===== src/rtl/bat_pkg.sv =====
package bat_pkg;

  localparam int unsigned TagW  = 8;
  localparam int unsigned BankW = 8;
  localparam int unsigned KindW = 3;

  // Request kinds
  localparam logic [KindW-1:0] KIND_ALLOC      = 3'd0;
  localparam logic [KindW-1:0] KIND_FREE       = 3'd1;
  localparam logic [KindW-1:0] KIND_QUERY      = 3'd2;
  localparam logic [KindW-1:0] KIND_COUNT_FREE = 3'd3;
  localparam logic [KindW-1:0] KIND_COUNT_TAG  = 3'd4;
  localparam logic [KindW-1:0] KIND_MARK_FIXED = 3'd5;

  // Tag codes
  localparam logic [TagW-1:0] TAG_FREE     = 8'd0;
  localparam logic [TagW-1:0] TAG_SKIPPED  = 8'd1;
  localparam logic [TagW-1:0] TAG_GLOBAL   = 8'd2;
  localparam logic [TagW-1:0] TAG_LAUNCHER = 8'd3;

  localparam logic [TagW-1:0]  SAT_COUNT  = 8'hFF;
  localparam logic [BankW-1:0] ALLOC_NONE = 8'hFF;

  // Configuration register indexes
  localparam int unsigned CfgIdxW = 2;
  localparam logic [CfgIdxW-1:0] CFG_SKIP_COUNT    = 2'd0;
  localparam logic [CfgIdxW-1:0] CFG_GLOBAL_BANK   = 2'd1;
  localparam logic [CfgIdxW-1:0] CFG_LAUNCHER_BANK = 2'd2;
  localparam logic [CfgIdxW-1:0] CFG_FIRST_DYNAMIC = 2'd3;

  localparam logic [BankW-1:0] RST_SKIP_COUNT    = 8'd0;
  localparam logic [BankW-1:0] RST_GLOBAL_BANK   = 8'd0;
  localparam logic [BankW-1:0] RST_LAUNCHER_BANK = 8'd1;
  localparam logic [BankW-1:0] RST_FIRST_DYNAMIC = 8'd2;

  typedef struct packed {
    logic [KindW-1:0] kind;
    logic [TagW-1:0]  type_tag;
    logic [BankW-1:0] bank_index;
  } request_t;

  typedef struct packed {
    logic [TagW-1:0] result_value;
    logic            error;
  } result_t;

  typedef enum logic [2:0] {
    WR_NONE   = 3'd0,
    WR_ALLOC  = 3'd1,
    WR_FREE   = 3'd2,
    WR_SKIP   = 3'd3,
    WR_GLOBAL = 3'd4,
    WR_LAUNCH = 3'd5
  } wr_op_t;

  typedef enum logic [2:0] {
    RES_ZERO_OK    = 3'd0,
    RES_ZERO_ERR   = 3'd1,
    RES_ALLOC_HIT  = 3'd2,
    RES_ALLOC_FAIL = 3'd3,
    RES_QUERY      = 3'd4,
    RES_COUNT      = 3'd5,
    RES_MARK       = 3'd6
  } res_sel_t;

  typedef struct packed {
    logic     load;
    logic     rd;
    logic     step;
    logic     acc;
    wr_op_t   wr_op;
    logic     finish;
    res_sel_t res_sel;
  } ctrl_cmd_t;

  typedef struct packed {
    logic alloc_hit;
    logic scan_done;
    logic bank_ok;
    logic skip_more;
  } dp_status_t;

endpackage


===== src/rtl/bank_allocation_table_top.sv =====
// Bank allocation table: keeps an 8-bit type tag per memory bank and serves
// allocate, free, query, count-free, count-tag and mark-fixed requests. A
// request is taken when start is high while busy is low; its single result
// appears on result for exactly one cycle with done high, and the receiver
// must capture it then, since nothing holds it. The single-read tag table is
// read one entry a cycle: count scans every bank, allocate scans up from
// first_dynamic and stops early on a hit, query reads one entry, free and
// mark-fixed only write, and an unknown kind is answered from idle with an
// error. The table needs no clearing pass after reset. Write configuration
// registers only while busy is low.
module bank_allocation_table_top
  import bat_pkg::*;
#(
  parameter int unsigned BANKS = 256
) (
  input  logic               clk,
  input  logic               rst,
  input  logic               start,
  output logic               busy,
  input  request_t           request,
  output logic               done,
  output result_t            result,
  input  logic               cfg_we,
  input  logic [CfgIdxW-1:0] cfg_index,
  input  logic [BankW-1:0]   cfg_data
);

  ctrl_cmd_t  cmd;
  dp_status_t st;

  bat_ctrl u_ctrl (
    .clk   (clk),
    .rst   (rst),
    .start (start),
    .kind  (request.kind),
    .busy  (busy),
    .cmd   (cmd),
    .st    (st)
  );

  bat_dp #(
    .BANKS (BANKS)
  ) u_dp (
    .clk       (clk),
    .rst       (rst),
    .request   (request),
    .cfg_we    (cfg_we),
    .cfg_index (cfg_index),
    .cfg_data  (cfg_data),
    .cmd       (cmd),
    .st        (st),
    .done      (done),
    .result    (result)
  );

endmodule


===== src/rtl/bat_ctrl.sv =====
module bat_ctrl
  import bat_pkg::*;
(
  input  logic             clk,
  input  logic             rst,
  input  logic             start,
  input  logic [KindW-1:0] kind,
  output logic             busy,
  output ctrl_cmd_t        cmd,
  input  dp_status_t       st
);

  typedef enum logic [8:0] {
    S_IDLE        = 9'b000000001,
    S_ALLOC       = 9'b000000010,
    S_COUNT       = 9'b000000100,
    S_FREE        = 9'b000001000,
    S_QUERY_RD    = 9'b000010000,
    S_QUERY_RES   = 9'b000100000,
    S_MARK_SKIP   = 9'b001000000,
    S_MARK_GLOBAL = 9'b010000000,
    S_MARK_LAUNCH = 9'b100000000
  } state_t;

  state_t state;
  state_t state_next;

  always_ff @(posedge clk) begin
    if (rst) begin
      state <= S_IDLE;
    end else begin
      state <= state_next;
    end
  end

  assign busy = (state != S_IDLE);

  always_comb begin
    state_next  = state;
    cmd.load    = 1'b0;
    cmd.rd      = 1'b0;
    cmd.step    = 1'b0;
    cmd.acc     = 1'b0;
    cmd.wr_op   = WR_NONE;
    cmd.finish  = 1'b0;
    cmd.res_sel = RES_ZERO_OK;
    unique case (state)
      S_IDLE: begin
        if (start) begin
          cmd.load = 1'b1;
          unique case (kind)
            KIND_ALLOC:      state_next = S_ALLOC;
            KIND_FREE:       state_next = S_FREE;
            KIND_QUERY:      state_next = S_QUERY_RD;
            KIND_COUNT_FREE: state_next = S_COUNT;
            KIND_COUNT_TAG:  state_next = S_COUNT;
            KIND_MARK_FIXED: state_next = S_MARK_SKIP;
            default: begin
              cmd.finish  = 1'b1;
              cmd.res_sel = RES_ZERO_ERR;
            end
          endcase
        end
      end
      S_ALLOC: begin
        cmd.rd   = 1'b1;
        cmd.step = 1'b1;
        if (st.alloc_hit) begin
          cmd.wr_op   = WR_ALLOC;
          cmd.finish  = 1'b1;
          cmd.res_sel = RES_ALLOC_HIT;
          state_next  = S_IDLE;
        end else if (st.scan_done) begin
          cmd.finish  = 1'b1;
          cmd.res_sel = RES_ALLOC_FAIL;
          state_next  = S_IDLE;
        end
      end
      S_COUNT: begin
        cmd.rd   = 1'b1;
        cmd.step = 1'b1;
        cmd.acc  = 1'b1;
        if (st.scan_done) begin
          cmd.finish  = 1'b1;
          cmd.res_sel = RES_COUNT;
          state_next  = S_IDLE;
        end
      end
      S_FREE: begin
        cmd.finish = 1'b1;
        if (st.bank_ok) begin
          cmd.wr_op   = WR_FREE;
          cmd.res_sel = RES_ZERO_OK;
        end else begin
          cmd.res_sel = RES_ZERO_ERR;
        end
        state_next = S_IDLE;
      end
      S_QUERY_RD: begin
        if (st.bank_ok) begin
          cmd.rd     = 1'b1;
          state_next = S_QUERY_RES;
        end else begin
          cmd.finish  = 1'b1;
          cmd.res_sel = RES_ZERO_ERR;
          state_next  = S_IDLE;
        end
      end
      S_QUERY_RES: begin
        cmd.finish  = 1'b1;
        cmd.res_sel = RES_QUERY;
        state_next  = S_IDLE;
      end
      S_MARK_SKIP: begin
        if (st.skip_more) begin
          cmd.wr_op = WR_SKIP;
          cmd.step  = 1'b1;
        end else begin
          state_next = S_MARK_GLOBAL;
        end
      end
      S_MARK_GLOBAL: begin
        cmd.wr_op  = WR_GLOBAL;
        state_next = S_MARK_LAUNCH;
      end
      S_MARK_LAUNCH: begin
        cmd.wr_op   = WR_LAUNCH;
        cmd.finish  = 1'b1;
        cmd.res_sel = RES_MARK;
        state_next  = S_IDLE;
      end
      default: state_next = S_IDLE;
    endcase
  end

endmodule


===== src/rtl/bat_dp.sv =====
module bat_dp
  import bat_pkg::*;
#(
  parameter int unsigned BANKS = 256
) (
  input  logic               clk,
  input  logic               rst,
  input  request_t           request,
  input  logic               cfg_we,
  input  logic [CfgIdxW-1:0] cfg_index,
  input  logic [BankW-1:0]   cfg_data,
  input  ctrl_cmd_t          cmd,
  output dp_status_t         st,
  output logic               done,
  output result_t            result
);

  localparam int unsigned AW = $clog2(BANKS);
  localparam int unsigned CW = AW + 1;
  localparam logic [CW-1:0] PTR_END = CW'(BANKS);
  localparam logic [BankW:0] BANK_LIM = (BankW + 1)'(BANKS);

  logic [BankW-1:0] skip_count;
  logic [BankW-1:0] global_bank;
  logic [BankW-1:0] launcher_bank;
  logic [BankW-1:0] first_dynamic;

  request_t        req;
  logic [TagW-1:0] match_tag;
  logic [CW-1:0]   ptr;
  logic            rd_pend;
  logic [AW-1:0]   rd_addr;
  logic [TagW-1:0] cnt;

  logic [TagW-1:0]  mem [BANKS];
  logic [BANKS-1:0] vld;
  logic [TagW-1:0]  rd_data;
  logic             rd_vld;
  logic [TagW-1:0]  rdata;

  logic            ptr_live;
  logic            fd_ok;
  logic            glb_ok;
  logic            lnc_ok;
  logic            rd_fixed;
  logic [TagW-1:0] free_tag;
  logic            we;
  logic [AW-1:0]   waddr;
  logic [TagW-1:0] wdata;

  function automatic logic in_range(input logic [BankW-1:0] b);
    return {1'b0, b} < BANK_LIM;
  endfunction

  always_ff @(posedge clk) begin
    if (rst) begin
      skip_count    <= RST_SKIP_COUNT;
      global_bank   <= RST_GLOBAL_BANK;
      launcher_bank <= RST_LAUNCHER_BANK;
      first_dynamic <= RST_FIRST_DYNAMIC;
    end else if (cfg_we) begin
      unique case (cfg_index)
        CFG_SKIP_COUNT:    skip_count    <= cfg_data;
        CFG_GLOBAL_BANK:   global_bank   <= cfg_data;
        CFG_LAUNCHER_BANK: launcher_bank <= cfg_data;
        CFG_FIRST_DYNAMIC: first_dynamic <= cfg_data;
        default: ;
      endcase
    end
  end

  assign ptr_live = (ptr < PTR_END);
  assign fd_ok    = in_range(first_dynamic);
  assign glb_ok   = in_range(global_bank);
  assign lnc_ok   = in_range(launcher_bank);
  assign rdata    = rd_vld ? rd_data : TAG_FREE;

  assign rd_fixed = (BankW'(rd_addr) < skip_count) || (BankW'(rd_addr) == global_bank) ||
                    (BankW'(rd_addr) == launcher_bank);

  always_comb begin
    priority if (req.bank_index < skip_count) begin
      free_tag = TAG_SKIPPED;
    end else if (req.bank_index == global_bank) begin
      free_tag = TAG_GLOBAL;
    end else if (req.bank_index == launcher_bank) begin
      free_tag = TAG_LAUNCHER;
    end else begin
      free_tag = TAG_FREE;
    end
  end

  assign st.alloc_hit = rd_pend && !rd_fixed && (rdata == TAG_FREE);
  assign st.scan_done = !rd_pend && !ptr_live;
  assign st.bank_ok   = in_range(req.bank_index);
  assign st.skip_more = ptr_live && ((BankW + 1)'(ptr) < (BankW + 1)'(skip_count));

  // Request latch, scan pointer and counter
  always_ff @(posedge clk) begin
    if (cmd.load) begin
      req       <= request;
      match_tag <= (request.kind == KIND_COUNT_FREE) ? TAG_FREE : request.type_tag;
      cnt       <= '0;
      unique case (request.kind)
        KIND_ALLOC: ptr <= fd_ok ? CW'(first_dynamic) : PTR_END;
        KIND_QUERY: ptr <= in_range(request.bank_index) ? CW'(request.bank_index) : PTR_END;
        default:    ptr <= '0;
      endcase
    end else begin
      if (cmd.step && ptr_live) begin
        ptr <= ptr + CW'(1);
      end
      if (cmd.acc && rd_pend && (rdata == match_tag) && (cnt != SAT_COUNT)) begin
        cnt <= cnt + TagW'(1);
      end
    end
    rd_addr <= ptr[AW-1:0];
  end

  always_ff @(posedge clk) begin
    if (rst) begin
      rd_pend <= 1'b0;
    end else begin
      rd_pend <= cmd.rd && ptr_live && !cmd.load;
    end
  end

  always_comb begin
    we    = 1'b1;
    waddr = ptr[AW-1:0];
    wdata = TAG_FREE;
    unique case (cmd.wr_op)
      WR_ALLOC: begin
        waddr = rd_addr;
        wdata = req.type_tag;
      end
      WR_FREE: begin
        waddr = req.bank_index[AW-1:0];
        wdata = free_tag;
      end
      WR_SKIP: begin
        wdata = TAG_SKIPPED;
      end
      WR_GLOBAL: begin
        we    = glb_ok;
        waddr = global_bank[AW-1:0];
        wdata = TAG_GLOBAL;
      end
      WR_LAUNCH: begin
        we    = lnc_ok;
        waddr = launcher_bank[AW-1:0];
        wdata = TAG_LAUNCHER;
      end
      default: we = 1'b0;
    endcase
  end

  // Tag table: entries not yet written read as free
  always_ff @(posedge clk) begin
    if (we) begin
      mem[waddr] <= wdata;
    end
    rd_data <= mem[ptr[AW-1:0]];
  end

  always_ff @(posedge clk) begin
    if (rst) begin
      vld    <= '0;
      rd_vld <= 1'b0;
    end else begin
      if (we) begin
        vld[waddr] <= 1'b1;
      end
      rd_vld <= vld[ptr[AW-1:0]];
    end
  end

  always_ff @(posedge clk) begin
    if (rst) begin
      done <= 1'b0;
    end else begin
      done <= cmd.finish;
    end
  end

  always_ff @(posedge clk) begin
    if (cmd.finish) begin
      unique case (cmd.res_sel)
        RES_ZERO_OK: begin
          result.result_value <= '0;
          result.error        <= 1'b0;
        end
        RES_ZERO_ERR: begin
          result.result_value <= '0;
          result.error        <= 1'b1;
        end
        RES_ALLOC_HIT: begin
          result.result_value <= TagW'(rd_addr);
          result.error        <= 1'b0;
        end
        RES_ALLOC_FAIL: begin
          result.result_value <= ALLOC_NONE;
          result.error        <= 1'b1;
        end
        RES_QUERY: begin
          result.result_value <= rdata;
          result.error        <= 1'b0;
        end
        RES_COUNT: begin
          result.result_value <= cnt;
          result.error        <= 1'b0;
        end
        RES_MARK: begin
          result.result_value <= '0;
          result.error        <= !(glb_ok && lnc_ok);
        end
        default: begin
          result.result_value <= '0;
          result.error        <= 1'b1;
        end
      endcase
    end
  end

endmodule


===== config.mk =====
export PLATFORM = sky130hd
export DESIGN_NAME = bank_allocation_table_top
export DESIGN_NICKNAME = d
export VERILOG_FILES = /design/src/rtl/bat_pkg.sv /design/src/rtl/bank_allocation_table_top.sv /design/src/rtl/bat_ctrl.sv /design/src/rtl/bat_dp.sv
export SDC_FILE = /design/constraint.sdc
export NUM_CORES = 2
export LEC_CHECK = 0
export BUFFER_PORTS_ARGS = -buffer_cell sky130_fd_sc_hd__buf_2
export CAP_MARGIN = 40
export CORE_ASPECT_RATIO = 0.8
export CORE_MARGIN = 3
export CORE_UTILIZATION = 30
export CTS_CLUSTER_SIZE = 14
export DETAILED_ROUTE_END_ITERATION = 16
export SETUP_SLACK_MARGIN = 0.5
export SYNTH_ARGS = -nofsm -noshare
export SYNTH_HDL_FRONTEND = slang
export SYNTH_SLANG_ARGS = --single-unit

===== constraint.sdc =====
create_clock -name clk -period 25.5 [get_ports clk]
set_input_delay 3.825 -clock clk [delete_from_list [all_inputs] [get_ports clk]]
set_output_delay 3.825 -clock clk [all_outputs]
set_load 0.005 [all_outputs]

==> results.ini <==
[pwr]
p_switching_mw=2.45
leakage_nw=30.4
seqPwrFrac_pct=48.0
ir_drop_uv=61.7
p_per_area_nw_per_um2=81.1
p_int_mw=6.49
power_frac_comb_pct=16.0
swShare_pct=27.4
clkPwrFrac_pct=36.0

[synthesis]
synth_compound_area_share_pct=7.32
synth-xor-area-share_pct=0.454
ys.flop_type=edfxtp_1
synth-simple-area-share_pct=3.92
syn_inst=5343
syn_area_um2=96600
synth_area_leaders=edfxtp_1, mux4_2, dfxtp_1, a22oi_1, inv_1
synth_top_family_by_area=multiplexers
syn_area_per_cell_um2=18.1
synth_cell_types=93
yosys_warnings=0
synth_common_cells=edfxtp_1, mux4_2, dfxtp_1, inv_1, clkbuf_1
synth-seq-area-share_pct=71.7
synth_edf_count=2090
synth_top_area_share_pct=65.0
synth_top_area_cell=edfxtp_1
async_flop_share_pct=0
synth_fp_nets=5399
synthAdderAreaFrac_pct=0.298
synth.most_common_cell=edfxtp_1
ys_seq_elements=2414
synth_mux_area_share_pct=13.6

[routing]
vias_per_cell=5.43
ant_nets=0
num_vias=53700
post-route-drc-count=0
first_iter_violations=7488
routed_wl_mm=266
firstDrtPassIters=6
routedWlPerCell_um=26.9

[worst_hold_path]
hold_class=reg2reg
min_from=u_dp.vld[5]$_SDFFE_PP0N_
holdPathStages=2
hold-path-endpoint=u_dp.vld[5]$_SDFFE_PP0N_

[finish]
design_area_um2=110000
drive_gt1_share_pct=23.5
stdcell_count=9887
layout.nets=5562
area_delta_synth_final_pct=14.2

[critical_path]
reg2regPathDepth=11
r2r_end=u_dp.rd_data[0]$_DFF_P_
crit_chain=nor3_1, and4_1, inv_1, buf_2
required_ns=21.67
path_max_fanout=7
path_class=reg2out
start_kind=register
slowest_stage=nor3_1
r2r_slack_ns=19.77
r2r-start=u_dp.ptr[1]$_DFFE_PP_
arrival_ns=2.44
slowest_delay_ns=0.55
worstSetupEndpointType=output pin

[clocking]
cts.repair.resized=0
cts_buffers=222
cts_tree=built
htree_levels=4
clk_path_buf_depth=4
postCtsHoldBufs=0
clk_transition_reported_paths_ns=0.07
post_cts_buffers=0
clk_root_buffer_cell=clkbuf_16
insertion_delay_ns=0.90
clock-sinks=2414

[grt]
track_usage_pct=15.8
grt_max_degree=177
overflow=0
antenna_found_initial=12
grt_pass1_vias=52100
grt_pass1_wl_mm=384

[timing]
setup_tns_ns=0
setup_violations=0
timing.final.ws_setup_ns=19.24
rsz0062_at_grt=false
fin_crit_ns=6.26
clock.fmax_mhz=160
finalCritPeriodShare_pct=24.6
final.setup_skew_ns=0.0950
report.final.slew_viol_count=0
slew_headroom_pct=21.3
hold_viol_final=0
holdWs_ns=0.445
tightest_slew_ns=1.18

[die]
die_area_um2=329000
die_w_um=640
core_area_um2=319000
initial_utilization_pct=30.3
num_rows=185
num_io_pins=44
die_y_um=513

[placement]
place_congestion=0.889
placed_cell_area_um2=103000
dp_cells=9485
pre_cts_ws_ns=19.35
place_hpwl_mm=166
portBuffers=43

[flow_run]
drv_cap=0

[status]
status=completed

flip-flops by register name (all words and copies together) (netlist names), 8 cells and up:
name / flops
u_ctrl.state: 9
u_dp.cnt: 8
u_dp.first_dynamic: 8
u_dp.global_bank: 8
u_dp.launcher_bank: 8
u_dp.match_tag: 8
u_dp.mem: 2048
u_dp.ptr: 9
u_dp.rd_addr: 8
u_dp.rd_data: 8
u_dp.req: 16
u_dp.result: 9
u_dp.skip_count: 8
u_dp.vld: 256
placed cells by master (no fill, tap or decap), types with 23 or more instances in the layout:
master	instances
clkbuf_1	59
o31ai_1	97
buf_2	49
nor3_1	124
clkinv_1	31
mux2i_1	35
mux4_2	566
xor2_1	23
a22oi_1	155
buf_4	232
clkbuf_16	225
a22o_1	74
clkinv_2	36
inv_1	255
o32ai_2	23
o32ai_1	52
nand2_1	78
nor3_2	25
nor2_1	163
edfxtp_1	2090
o221ai_1	40
o211ai_1	75
dfxtp_1	324
xnor2_1	27
o22ai_1	23
a21oi_1	186
a221oi_1	84
ha_1	23
nand2b_1	114
kinds of logic after synthesis:
kind of cell / Yosys count
flops: 2414
compound gates: 923
simple gates: 689
buf+inv: 641
mux: 603
xor+xnor: 50
fa+ha+maj: 23
worst max-delay path by stage:
stage	from	end	slack, ns	cells past startpoint
final	u_ctrl.state[4]$_SDFFE_PP0P_	busy	19.24	4
after global routing	u_ctrl.state[3]$_SDFFE_PP0P_	busy	19.09	4
after CTS	u_ctrl.state[4]$_SDFFE_PP0P_	busy	19.21	4
after detailed placement	rst	u_dp.vld[32]$_SDFFE_PP0N_	19.35	6
after global placement	rst	u_dp.vld[168]$_SDFFE_PP0N_	19.05	4
after floorplan	u_ctrl.state[0]$_SDFFE_PP1P_	u_dp.mem[0][1]$_DFFE_PP_	12.06	5
metrics by stage:
stage,util (%),power (mW)
2_1_floorplan,-,5.20
3_3_place_gp,32.1,5.76
3_5_place_dp,32.4,5.80
4_1_cts,34.6,8.99
5_1_grt,34.6,9.22
6_report,34.6,8.95
routing by layer:
layer / track usage, % / routed length, µm / up-vias
met5: 0 / 0 / -
met4: 3.94 / 6490 / 0
met3: 3.74 / 26900 / 417
met2: 22.8 / 116000 / 2733
met1: 23.8 / 117000 / 28400
li1: - / - / 22100
area by class of cell:
| type | count | area [µm²] |
|---|---|---|
| clock buffer | 298 | 6040 |
| fill | 29700 | 209000 |
| timing repair buffer | 325 | 2970 |
| antenna | 9 | 22.5 |
| clock inverter | 91 | 771 |
| multi-input combinational | 2288 | 25000 |
| tap | 4207 | 5260 |
| sequential | 2414 | 69200 |
| inverter | 255 | 957 |
critical path, delay by kind of cell, from the launching register on:
kind	cells	cell delay, ns
buf+inv	2	0.23
flops	1	0.37
simple gates	2	0.95
power by group through the flow:
stage          Combinational, mW  Clock, mW  Sequential [mW]
2_1_floorplan              0.850          0             4.35
6_report                    1.43       3.22             4.29
3_5_place_dp                1.42          0             4.38
3_3_place_gp                1.38          0             4.38
5_1_grt                     1.49       3.43             4.29
4_1_cts                     1.42       3.27             4.29
Note: power is estimated with default switching activity, not from simulation.
